File: src/mbps_pkg.sv
// Shared types and constants for the masked byte pattern search block.
// No dependencies; used by mbps_match and masked_byte_pattern_search.
package mbps_pkg;

  localparam int PATTERN_MAX  = 16;
  localparam int OFFSET_WIDTH = 32;

  // Stored history bytes; at least one entry so the window keeps a legal range.
  localparam int WINDOW_DEPTH = (PATTERN_MAX > 1) ? PATTERN_MAX - 1 : 1;
  localparam int LEN_W        = $clog2(PATTERN_MAX + 1);
  localparam int DIST_W       = (PATTERN_MAX > 1) ? $clog2(PATTERN_MAX) : 1;

  localparam int CFG_DATA_W   = 64;
  localparam int CFG_INDEX_W  = 2;
  localparam int LEN_REG_W    = 5;
  localparam int CARE_REG_W   = 16;
  localparam int RESULT_OFF_W = 32;

  typedef enum logic [CFG_INDEX_W-1:0] {
    CFG_PATTERN_LOW  = 2'd0,
    CFG_PATTERN_HIGH = 2'd1,
    CFG_CARE_MASK    = 2'd2,
    CFG_PATTERN_LEN  = 2'd3
  } cfg_idx_e;

  // Pattern setup as seen by the compare logic; length already clamped.
  typedef struct packed {
    logic [PATTERN_MAX-1:0][7:0] pattern;
    logic [PATTERN_MAX-1:0]      care;
    logic [LEN_W-1:0]            len;
  } pat_cfg_t;

  typedef logic [WINDOW_DEPTH-1:0][7:0] window_t;

endpackage

File: src/masked_byte_pattern_search.sv
// Masked byte pattern search, top level: config registers, input stage,
// scan state and result register. Depends on mbps_pkg and mbps_match.
//
// Streams a buffer in one byte per cycle and, on the byte flagged last,
// returns one item: whether the configured pattern (up to 16 bytes, each
// with a care bit; a clear bit is a wildcard) occurred, and the offset of the
// earliest match. A zero pattern length matches at offset 0; a buffer shorter
// than the pattern reports not found. The byte position saturates at its
// maximum. Throughput is one byte per clock: the whole window compare sits
// between the input register and the scan state. A result is presented from
// the result register: its last byte passes through the input register,
// then loads the result register once no earlier result is stalled there.
// Input is held off only while a last byte waits behind a stalled result.
// Write configuration only while no buffer is in flight.
module masked_byte_pattern_search (
  input  logic                             clk_i,
  input  logic                             rst_ni,
  input  logic                             cfg_we_i,
  input  logic [mbps_pkg::CFG_INDEX_W-1:0] cfg_index_i,
  input  logic [mbps_pkg::CFG_DATA_W-1:0]  cfg_data_i,
  input  logic                             in_valid_i,
  output logic                             in_stall_o,
  input  logic [7:0]                       data_byte_i,
  input  logic                             last_byte_i,
  output logic                             out_valid_o,
  input  logic                             out_stall_i,
  output logic                             found_o,
  output logic [31:0]                      match_offset_o
);

  localparam logic [mbps_pkg::OFFSET_WIDTH-1:0] PosMax = '1;

  // Configuration registers
  logic [63:0]                       pat_low_q, pat_high_q;
  logic [mbps_pkg::CARE_REG_W-1:0]   care_q;
  logic [mbps_pkg::LEN_REG_W-1:0]    len_q;
  mbps_pkg::pat_cfg_t                pcfg;

  // Input stage
  logic       s1_valid_q, s1_valid_d;
  logic       s1_last_q;
  logic [7:0] s1_byte_q;
  logic       in_accept, s1_go, s1_fire;

  // Scan state
  mbps_pkg::window_t                   window_q;
  logic [mbps_pkg::OFFSET_WIDTH-1:0]   pos_q, pos_d;
  logic                                seen_q, seen_d;
  logic [mbps_pkg::OFFSET_WIDTH-1:0]   off_q, off_d;
  logic                                hit;
  logic [mbps_pkg::OFFSET_WIDTH-1:0]   len_m1;

  // Result register
  logic        out_valid_q, out_valid_d;
  logic        found_q;
  logic [31:0] off_out_q;

  always_ff @(posedge clk_i or negedge rst_ni) begin
    if (!rst_ni) begin
      pat_low_q  <= '0;
      pat_high_q <= '0;
      care_q     <= '0;
      len_q      <= '0;
    end else if (cfg_we_i) begin
      case (mbps_pkg::cfg_idx_e'(cfg_index_i))
        mbps_pkg::CFG_PATTERN_LOW:  pat_low_q  <= cfg_data_i;
        mbps_pkg::CFG_PATTERN_HIGH: pat_high_q <= cfg_data_i;
        mbps_pkg::CFG_CARE_MASK:    care_q     <= cfg_data_i[mbps_pkg::CARE_REG_W-1:0];
        mbps_pkg::CFG_PATTERN_LEN:  len_q      <= cfg_data_i[mbps_pkg::LEN_REG_W-1:0];
        default: ;
      endcase
    end
  end

  // Clamp an overlong length to the pattern size
  always_comb begin
    logic [127:0] pat_all;
    pat_all      = {pat_high_q, pat_low_q};
    pcfg.pattern = pat_all[mbps_pkg::PATTERN_MAX*8-1:0];
    pcfg.care    = care_q[mbps_pkg::PATTERN_MAX-1:0];
    if (len_q > mbps_pkg::LEN_REG_W'(mbps_pkg::PATTERN_MAX)) begin
      pcfg.len = mbps_pkg::LEN_W'(mbps_pkg::PATTERN_MAX);
    end else begin
      pcfg.len = len_q[mbps_pkg::LEN_W-1:0];
    end
  end

  // A last byte may only advance when the result register can take it
  assign s1_go      = !s1_last_q || !out_valid_q || !out_stall_i;
  assign s1_fire    = s1_valid_q && s1_go;
  assign in_stall_o = s1_valid_q && !s1_go;
  assign in_accept  = in_valid_i && !in_stall_o;

  always_comb begin
    s1_valid_d = s1_valid_q;
    if (in_accept) begin
      s1_valid_d = 1'b1;
    end else if (s1_fire) begin
      s1_valid_d = 1'b0;
    end
  end

  always_ff @(posedge clk_i or negedge rst_ni) begin
    if (!rst_ni) begin
      s1_valid_q <= 1'b0;
    end else begin
      s1_valid_q <= s1_valid_d;
    end
  end

  always_ff @(posedge clk_i) begin
    if (in_accept) begin
      s1_byte_q <= data_byte_i;
      s1_last_q <= last_byte_i;
    end
  end

  mbps_match u_match (
    .cfg_i      (pcfg),
    .cur_byte_i (s1_byte_q),
    .window_i   (window_q),
    .hit_o      (hit)
  );

  assign len_m1 = mbps_pkg::OFFSET_WIDTH'(pcfg.len) - 1'b1;

  always_comb begin
    seen_d = seen_q;
    off_d  = off_q;
    pos_d  = pos_q;
    if (s1_fire) begin
      if (!seen_q) begin
        if (pcfg.len == '0) begin
          seen_d = 1'b1;
          off_d  = '0;
        end else if (pos_q >= len_m1 && hit) begin
          seen_d = 1'b1;
          off_d  = pos_q - len_m1;
        end
      end
      if (pos_q != PosMax) begin
        pos_d = pos_q + 1'b1;
      end
      // drop scan state at the end of a buffer
      if (s1_last_q) begin
        seen_d = 1'b0;
        off_d  = '0;
        pos_d  = '0;
      end
    end
  end

  always_ff @(posedge clk_i or negedge rst_ni) begin
    if (!rst_ni) begin
      pos_q  <= '0;
      seen_q <= 1'b0;
      off_q  <= '0;
    end else begin
      pos_q  <= pos_d;
      seen_q <= seen_d;
      off_q  <= off_d;
    end
  end

  // Window entries are only read once the current buffer has written them
  always_ff @(posedge clk_i) begin
    if (s1_fire) begin
      for (int i = mbps_pkg::WINDOW_DEPTH - 1; i > 0; i--) begin
        window_q[i] <= window_q[i-1];
      end
      window_q[0] <= s1_byte_q;
    end
  end

  // Result register
  always_comb begin
    out_valid_d = out_valid_q;
    if (s1_fire && s1_last_q) begin
      out_valid_d = 1'b1;
    end else if (!out_stall_i) begin
      out_valid_d = 1'b0;
    end
  end

  always_ff @(posedge clk_i or negedge rst_ni) begin
    if (!rst_ni) begin
      out_valid_q <= 1'b0;
    end else begin
      out_valid_q <= out_valid_d;
    end
  end

  always_ff @(posedge clk_i) begin
    if (s1_fire && s1_last_q) begin
      found_q <= (!seen_q && pcfg.len == '0) || (!seen_q && pos_q >= len_m1 && hit) || seen_q;
      if (seen_q) begin
        off_out_q <= mbps_pkg::RESULT_OFF_W'(off_q);
      end else if (pcfg.len != '0 && pos_q >= len_m1 && hit) begin
        off_out_q <= mbps_pkg::RESULT_OFF_W'(pos_q - len_m1);
      end else begin
        off_out_q <= '0;
      end
    end
  end

  assign out_valid_o    = out_valid_q;
  assign found_o        = found_q;
  assign match_offset_o = off_out_q;

  // Assertions
  a_no_found_zero_off: assert property (@(posedge clk_i) disable iff (!rst_ni)
    out_valid_o && !found_o |-> match_offset_o == '0)
    else $error("offset nonzero without a match");

  a_clear_after_last: assert property (@(posedge clk_i) disable iff (!rst_ni)
    s1_fire && s1_last_q |=> pos_q == '0 && !seen_q && off_q == '0)
    else $error("scan state not cleared after last byte");

  a_off_behind_pos: assert property (@(posedge clk_i) disable iff (!rst_ni)
    seen_q |-> off_q <= pos_q)
    else $error("match offset ahead of byte position");

  a_pos_saturates: assert property (@(posedge clk_i) disable iff (!rst_ni)
    s1_fire && !s1_last_q && pos_q == PosMax |=> pos_q == PosMax)
    else $error("byte position wrapped");

  a_stall_cause: assert property (@(posedge clk_i) disable iff (!rst_ni)
    in_stall_o |-> s1_valid_q && s1_last_q && out_valid_q)
    else $error("input held off without a blocked result");

endmodule

File: src/mbps_match.sv
// Masked window compare: checks the current byte plus the byte history
// against the configured pattern. Depends on mbps_pkg.
module mbps_match (
  input  mbps_pkg::pat_cfg_t cfg_i,
  input  logic [7:0]         cur_byte_i,
  input  mbps_pkg::window_t  window_i,
  output logic               hit_o
);

  logic [mbps_pkg::PATTERN_MAX-1:0][7:0] recent;
  logic [mbps_pkg::PATTERN_MAX-1:0]      mismatch;

  // recent[k] is the byte k positions back; entry 0 is the current byte
  always_comb begin
    recent[0] = cur_byte_i;
    for (int k = 1; k < mbps_pkg::PATTERN_MAX; k++) begin
      recent[k] = window_i[k-1];
    end
  end

  // Pattern byte j lines up with the byte (len - 1 - j) back.
  always_comb begin
    logic [mbps_pkg::DIST_W-1:0] back_idx;
    for (int j = 0; j < mbps_pkg::PATTERN_MAX; j++) begin
      back_idx = mbps_pkg::DIST_W'(int'(cfg_i.len) - 1 - j);
      mismatch[j] = cfg_i.care[j] && (j < int'(cfg_i.len))
                    && (recent[back_idx] != cfg_i.pattern[j]);
    end
  end

  assign hit_o = (mismatch == '0);

endmodule

File: config.mk
export PLATFORM = sky130hd
export DESIGN_NAME = masked_byte_pattern_search
export DESIGN_NICKNAME = d
export VERILOG_FILES = /design/src/mbps_pkg.sv /design/src/masked_byte_pattern_search.sv /design/src/mbps_match.sv
export SDC_FILE = /design/constraint.sdc
export NUM_CORES = 1
export LEC_CHECK = 0
export BUFFER_PORTS_ARGS = -buffer_cell sky130_fd_sc_hd__buf_2
export CAP_MARGIN = 10
export CORE_UTILIZATION = 65
export CTS_BUF_LIST = sky130_fd_sc_hd__clkbuf_4
export DETAILED_ROUTE_END_ITERATION = 10
export PLACE_DENSITY = 0.84
export SETUP_SLACK_MARGIN = 0.15
export SYNTH_ARGS = -nofsm -noshare
export SYNTH_HDL_FRONTEND = slang
export SYNTH_SLANG_ARGS = --single-unit
File: constraint.sdc
create_clock -name clk_i -period 9 [get_ports clk_i]
set_input_delay 1.8 -clock clk_i [delete_from_list [all_inputs] [get_ports clk_i]]
set_output_delay 1.8 -clock clk_i [all_outputs]
set_load 0.1 [all_outputs]
==> metrics.csv, run 1 <==
metric,value,unit
grt_overflow_total,0,
dieArea,38650,µm²
ios,115,
ir_drop,180.1,µV
max_stage_delay,1.10,ns
path_cells,nand2b_1 -> inv_4 -> xnor2_4 -> ha_1 -> buf_4 -> nor2b_1 -> a22oi_1 -> o221ai_1 -> mux2i_1 -> xnor2_1 -> nand4_1 -> nor4_1 -> a21oi_1 -> nor4_2 -> a41oi_1 -> a211o_1 -> a32o_1,
cp_top_family,simple AND/OR/NAND/NOR gates,
initial_core_util,66.59,%
synth_area_leader_cell,dfrtp_1,
rrSetupSlack,1.90,ns
ys_seq_area_share,41.73,%
grtUsageTotal,37.08,%
required,9.67,ns
fin_worst_skew,0.06597,ns
final-setup-viol-count,0,
cts_sinks,378,
synth.most_common_cell,mux2i_1,
drcViolationCount,0,
htree_levels,3,
pre_cts_slack,2.054,ns
yosys_warnings,0,
filler_cell_count,2589,
tightestPinTransition,1.194,ns
drv_slew,0,
die_h,196.6,µm
async_reset_ff_share,57.14,%
drive_above_1_share,28.27,%
critical_path_arrival,7.77,ns
wl_per_cell,26.02,µm
layout_setup_ws,1.901,ns
fmax,140.9,MHz
cts_setup_buffers,0,
grt_pass1_vias,18279,
synth.area.top_cells,"dfrtp_1, edfxtp_1, mux4_2",
io_buffers,114,
syn_area,24610,µm²
endpoint_kind,flop,
critPathMaxFanout,32,
synth.top_cells.by_count,"mux2i_1, dfrtp_1, mux2_2, edfxtp_1, xnor2_1",
cap_violations,0,
slew_headroom,20.43,%
detail_route.first_pass.iterations,6,
synth_fp_nets,2119,
grt_pass1_wl,108000,µm
first_iter_violations,2033,
routabilityCongestion,1.055,
cts_resized,0,
crit_path_start_kind,flop,
r2r.worst_path.cells,17,
hold_viol,0,
wirelength,70420,µm
synth_cell_types,80,
antenna_found_initial,2,
cp_slowest_cell,dfrtp_1,
clock_latency,0.84,ns
netlist_instances,1996,
clk_pin_slew,0.07,ns
fin_crit_sh,78.88,%
cts_made_buffers,102,
clk_path_buf_depth,3,
fin_tns_setup,0,ns
path_depth,17,
crit_type,reg2reg,
yosysTopAreaCellShare,21.96,%
yosys_register_bits,378,
synth-main-ff-cell,dfrtp_1,
dieWidth,196.6,µm
rsz0062_at_grt,no,
core_area,36960,µm²
ant_nets,0,
synth_edf_count,162,
r2r-start,len_q[4],
drt-vias-per-instance,6.943,
crit_end,off_q[20],
dp_hpwl,50020,µm
hp-class,reg2reg,
ctsRootBufferMaster,clkbuf_4,
cts_tree,yes,
num_rows,70,
powerDensity,285.8,nW/µm²
p_leak,11.08,nW
cp-startpoint,len_q[4],
hold_buffers,0,
final_nets,2239,
period_needed,7.099,ns
syn_avg_cell_area,12.33,µm²
worst_hold_slack,0.4907,ns
status,completed,
cp_num_buf_inv,2,
grt_max_degree,91,
worstReg2RegEnd,off_q[20],
syn2layout_area_growth,9.262,%
vias,18789,
[logic make-up (layout without fill, tap and decap cells)]
| logic type | Yosys count | after routing | share of synthesized area (%) |
|---|---|---|---|
| simple gates | 329 | 329 | 6.583 |
| xor+xnor | 196 | 196 | 7.219 |
| buf+inv | 159 | 363 | 3.152 |
| fa+ha+maj | 45 | 45 | 2.298 |
| other cells | 0 | 2 | 0 |
| compound gates | 357 | 357 | 10.66 |
| mux | 532 | 532 | 28.37 |
| flops | 378 | 378 | 41.73 |
[per-layer routing]
layer,vias up,routed length [µm],track usage [%]
met5,-,0,0
met4,0,2983,15.99
met3,187,7694,9.565
met2,1172,32660,57.67
met1,9382,27080,49.57
li1,8048,-,-
[registers in the layout, summed over array words and instances (netlist names)]
name            count
care_q             16
found_o             1
len_q               5
match_offset_o     32
off_q              32
out_valid_o         1
pat_high_q         64
pat_low_q          64
pos_q              32
s1_byte_q           8
s1_last_q           1
s1_valid_q          1
seen_q              1
window_q          120
[area by class of cell]
class | instances | area, µm² | area share [%]
Antenna cell | 2 | 5.005 | 0.01861
Clock buffer | 152 | 1141 | 4.243
Clock inverter | 36 | 300.3 | 1.117
Inverter | 29 | 113.9 | 0.4234
Multi-Input combinational cell | 1459 | 13610 | 50.60
Sequential cell | 378 | 10270 | 38.20
Tap cell | 504 | 630.6 | 2.345
Timing Repair Buffer | 146 | 820.8 | 3.052
[cells in the final DEF (no fill, tap or decap), drive strengths merged, types with 30 or more instances in the layout]
cell type | synthesis | final
edfxtp | 162 | 162
a22oi | 36 | 36
buf | 61 | 146
nand2 | 86 | 86
mux2i | 249 | 249
o21ai | 37 | 37
mux2 | 168 | 168
a22o | 32 | 32
ha | 42 | 42
nand4 | 32 | 32
dfrtp | 216 | 216
o22ai | 33 | 33
a32o | 32 | 32
xnor2 | 123 | 123
xor2 | 73 | 73
nor2 | 76 | 76
nand3 | 43 | 43
a21oi | 66 | 66
clkinv | 0 | 30
clkbuf | 69 | 152
mux4 | 115 | 115
[how the worst min path moves through the flow]
| stage | from | endpoint | slack [ns] | cells past startpoint |
|---|---|---|---|---|
| after global placement | off_q[30] | off_q[30] | 0.47 | 1 |
| after detailed placement | off_q[15] | off_q[15] | 0.48 | 1 |
| after floorplan | window_q[103] | window_q[111] | 0.46 | 0 |
| after global routing | off_q[22] | off_q[22] | 0.51 | 1 |
| after CTS | off_q[15] | off_q[15] | 0.50 | 1 |
| final | off_q[15] | off_q[15] | 0.49 | 1 |
[power breakdown]
| part | switching [mW] | internal, mW | total, mW |
|---|---|---|---|
| logic | 2.08 | 1.66 | 3.75 |
| registers | 0.223 | 2.01 | 2.23 |
| clock network | 0.769 | 0.943 | 1.71 |
[metrics by stage]
stage	power [mW]	cell area [µm²]	cells	util (%)
detailed placement	5.905	25450	2516	68.85
CTS	7.631	26890	2704	72.75
floorplan	5.073	24610	1996	-
global route	8.025	26890	2706	72.76
global placement	5.807	25450	2516	68.85
finish	7.686	26890	2706	72.76
No activity file was read; power rests on OpenSTA's default activity.
==> run 2, diff against run 1 <==
--- a/config.mk
+++ b/config.mk
@@ -7,10 +7,10 @@
 export LEC_CHECK = 0
 export BUFFER_PORTS_ARGS = -buffer_cell sky130_fd_sc_hd__buf_2
 export CAP_MARGIN = 10
-export CORE_UTILIZATION = 65
+export CORE_UTILIZATION = 58
 export CTS_BUF_LIST = sky130_fd_sc_hd__clkbuf_4
 export DETAILED_ROUTE_END_ITERATION = 10
-export PLACE_DENSITY = 0.84
+export PLACE_DENSITY = 0.79
 export SETUP_SLACK_MARGIN = 0.15
 export SYNTH_ARGS = -nofsm -noshare
 export SYNTH_HDL_FRONTEND = slang
==> constraint.sdc (replaced) <==
create_clock -name clk_i -period 5.7 [get_ports clk_i]
set_input_delay 1.14 -clock clk_i [delete_from_list [all_inputs] [get_ports clk_i]]
set_output_delay 1.14 -clock clk_i [all_outputs]
set_load 0.1 [all_outputs]
==> run 2 against run 1 <==
Net effect: maximum frequency increased by 33%; highest routed layer unchanged; critical path depth decreased by 1; clock-buffer cell count down 1; die area increased by 12%; clock power grew 48%; via count rose by 0.63%; power is 58% higher; utilization fell by 7.8 points; clock skew up 0.0076 ns.
==> metrics.csv, run 2 (synthesis gave the netlist of run 1 again) <==
metric,value,unit
clock_latency,0.88,ns
wl_per_cell,26.06,µm
cts_tree,yes,
grt_overflow_total,0,
grt_pass1_wl,109600,µm
clk_path_buf_depth,3,
dieArea,43260,µm²
crit_path_start_kind,flop,
cp_num_buf_inv,4,
first_iter_violations,2245,
largest_reg_flops,120,
final-setup-viol-count,0,
tightestPinTransition,1.147,ns
die_h,208.0,µm
wirelength,72360,µm
swShare,40.70,%
critical_path_arrival,6.08,ns
cts_sinks,378,
power.share.clock,20.8,%
reg.largest.list,"window_q: 120 flops, pat_high_q: 64 flops, pat_low_q: 64 flops",
path_cells,buf_4 -> or2_1 -> o221a_4 -> nand2_8 -> buf_4 -> xnor2_2 -> buf_4 -> mux4_2 -> xor2_1 -> nor4_1 -> a21oi_1 -> a31oi_1 -> a41oi_1 -> a211o_1 -> buf_12 -> a32o_1,
cts_made_buffers,102,
postLayoutCellArea,27190,µm²
ctsRootBufferMaster,clkbuf_4,
fmax,186.9,MHz
fin_util,64.97,%
rrSetupSlack,0.35,ns
pre_cts_slack,0.2784,ns
detail_route.first_pass.iterations,6,
ios,115,
slew_headroom,23.51,%
hp-class,in2async,
cap_violations,0,
cpMostUsedCell,buf_4,
final_nets,2268,
fin_tns_setup,0,ns
core_area,41850,µm²
power_frac_comb,50.5,%
ir_drop,281.8,µV
endpoint_kind,flop,
powerDensity,447.8,nW/µm²
layout_commonest_cell,mux2i_1,
dieWidth,208.0,µm
io_buffers,114,
drt-vias-per-instance,6.808,
htree_levels,3,
initial_core_util,58.81,%
ant_nets,0,
filler_cell_count,3213,
antenna_found_initial,2,
required,6.43,ns
num_rows,75,
cts_setup_buffers,0,
clk_pin_slew,0.07,ns
drv_slew,0,
final_cell_mix,"mux2i_1, dfrtp_1, mux2_2, edfxtp_1, clkbuf_4",
vias,18907,
period_needed,5.350,ns
placed_area,25780,µm²
cp_top_family,compound AO/OA/AOI/OAI gates,
power_switching,4.955,mW
syn2layout_area_growth,10.48,%
routabilityCongestion,1.020,
top_register,window_q,
dp_hpwl,51650,µm
fin_worst_skew,0.07357,ns
drcViolationCount,0,
drive_above_1_share,29.50,%
p_int,7.221,mW
p_seq_share,28.7,%
grt_pass1_vias,18002,
cp_slowest_cell,mux4_2,
layout_setup_ws,0.3504,ns
status,completed,
cts_resized,0,
fin_crit_sh,93.85,%
p_leak,11.22,nW
hold_buffers,0,
hold_viol,0,
grtUsageTotal,33.39,%
grt_max_degree,111,
critPathMaxFanout,32,
crit_type,reg2reg,
power,12.18,mW
rsz0062_at_grt,no,
max_stage_delay,0.58,ns
==> run 2: changes by cell type in the layout (fill, tap and decap cells not counted), moves of 2 or more <==
cell        before  now
buf_6            0    2
buf_4           32   53
diode_2          2    4
clkinv_2         6    9
inv_2            4    8
bufinv_16        6    2
clkinvlp_4       0    3
buf_12           0    5
==> run 2: final cells by class <==
type                       count  area (µm²)  area share, %
inverter                      29       115.1         0.4233
clock inverter                42       229.0         0.8420
antenna                        4       10.01        0.03681
tap                          539       674.4          2.480
multi-input combinational   1460       13660          50.22
timing repair buffer         174        1101          4.049
sequential                   378       10270          37.78
clock buffer                 151        1134          4.169
==> run 2: path summary, 6_finish.rpt <==
kind,from,end,cells after the start
max,len_q[4],off_q[30],16
min,rst_ni,off_q[22],1
max reg2reg,len_q[4],off_q[30],16
min reg2reg,off_q[10],off_q[10],1
max in group asynchronous,rst_ni,pat_low_q[31],2
min in group clk_i,data_byte_i[4],s1_byte_q[4],1
==> run 2: metrics by stage <==
| stage | hold WS (ns) | instances |
|---|---|---|
| final | 0.3008 | 2777 |
| after global routing | 0.3497 | 2777 |
| after CTS | 0.3274 | 2772 |
| after detailed placement | 0.4820 | 2579 |
| after global placement | 0.4722 | 2579 |
| after floorplan | 0.4602 | 1996 |
==> run 2: layer usage <==
layer / track usage [%] / part of all wire (%) / vias up
li1: - / - / 8116
met1: 47.48 / 41 / 9411
met2: 50.42 / 45 / 1209
met3: 7.683 / 10 / 171
met4: 11.65 / 3.3 / 0
met5: 0 / 0 / -
==> run 2: power groups by stage <==
stage | Clock [mW] | Sequential [mW] | Combinational (mW)
finish | 2.53 | 3.49 | 6.15
global route | 2.72 | 3.52 | 6.50
CTS | 2.58 | 3.48 | 6.03
detailed placement | 0 | 3.53 | 6.00
global placement | 0 | 3.51 | 5.89
floorplan | 0 | 3.47 | 4.55
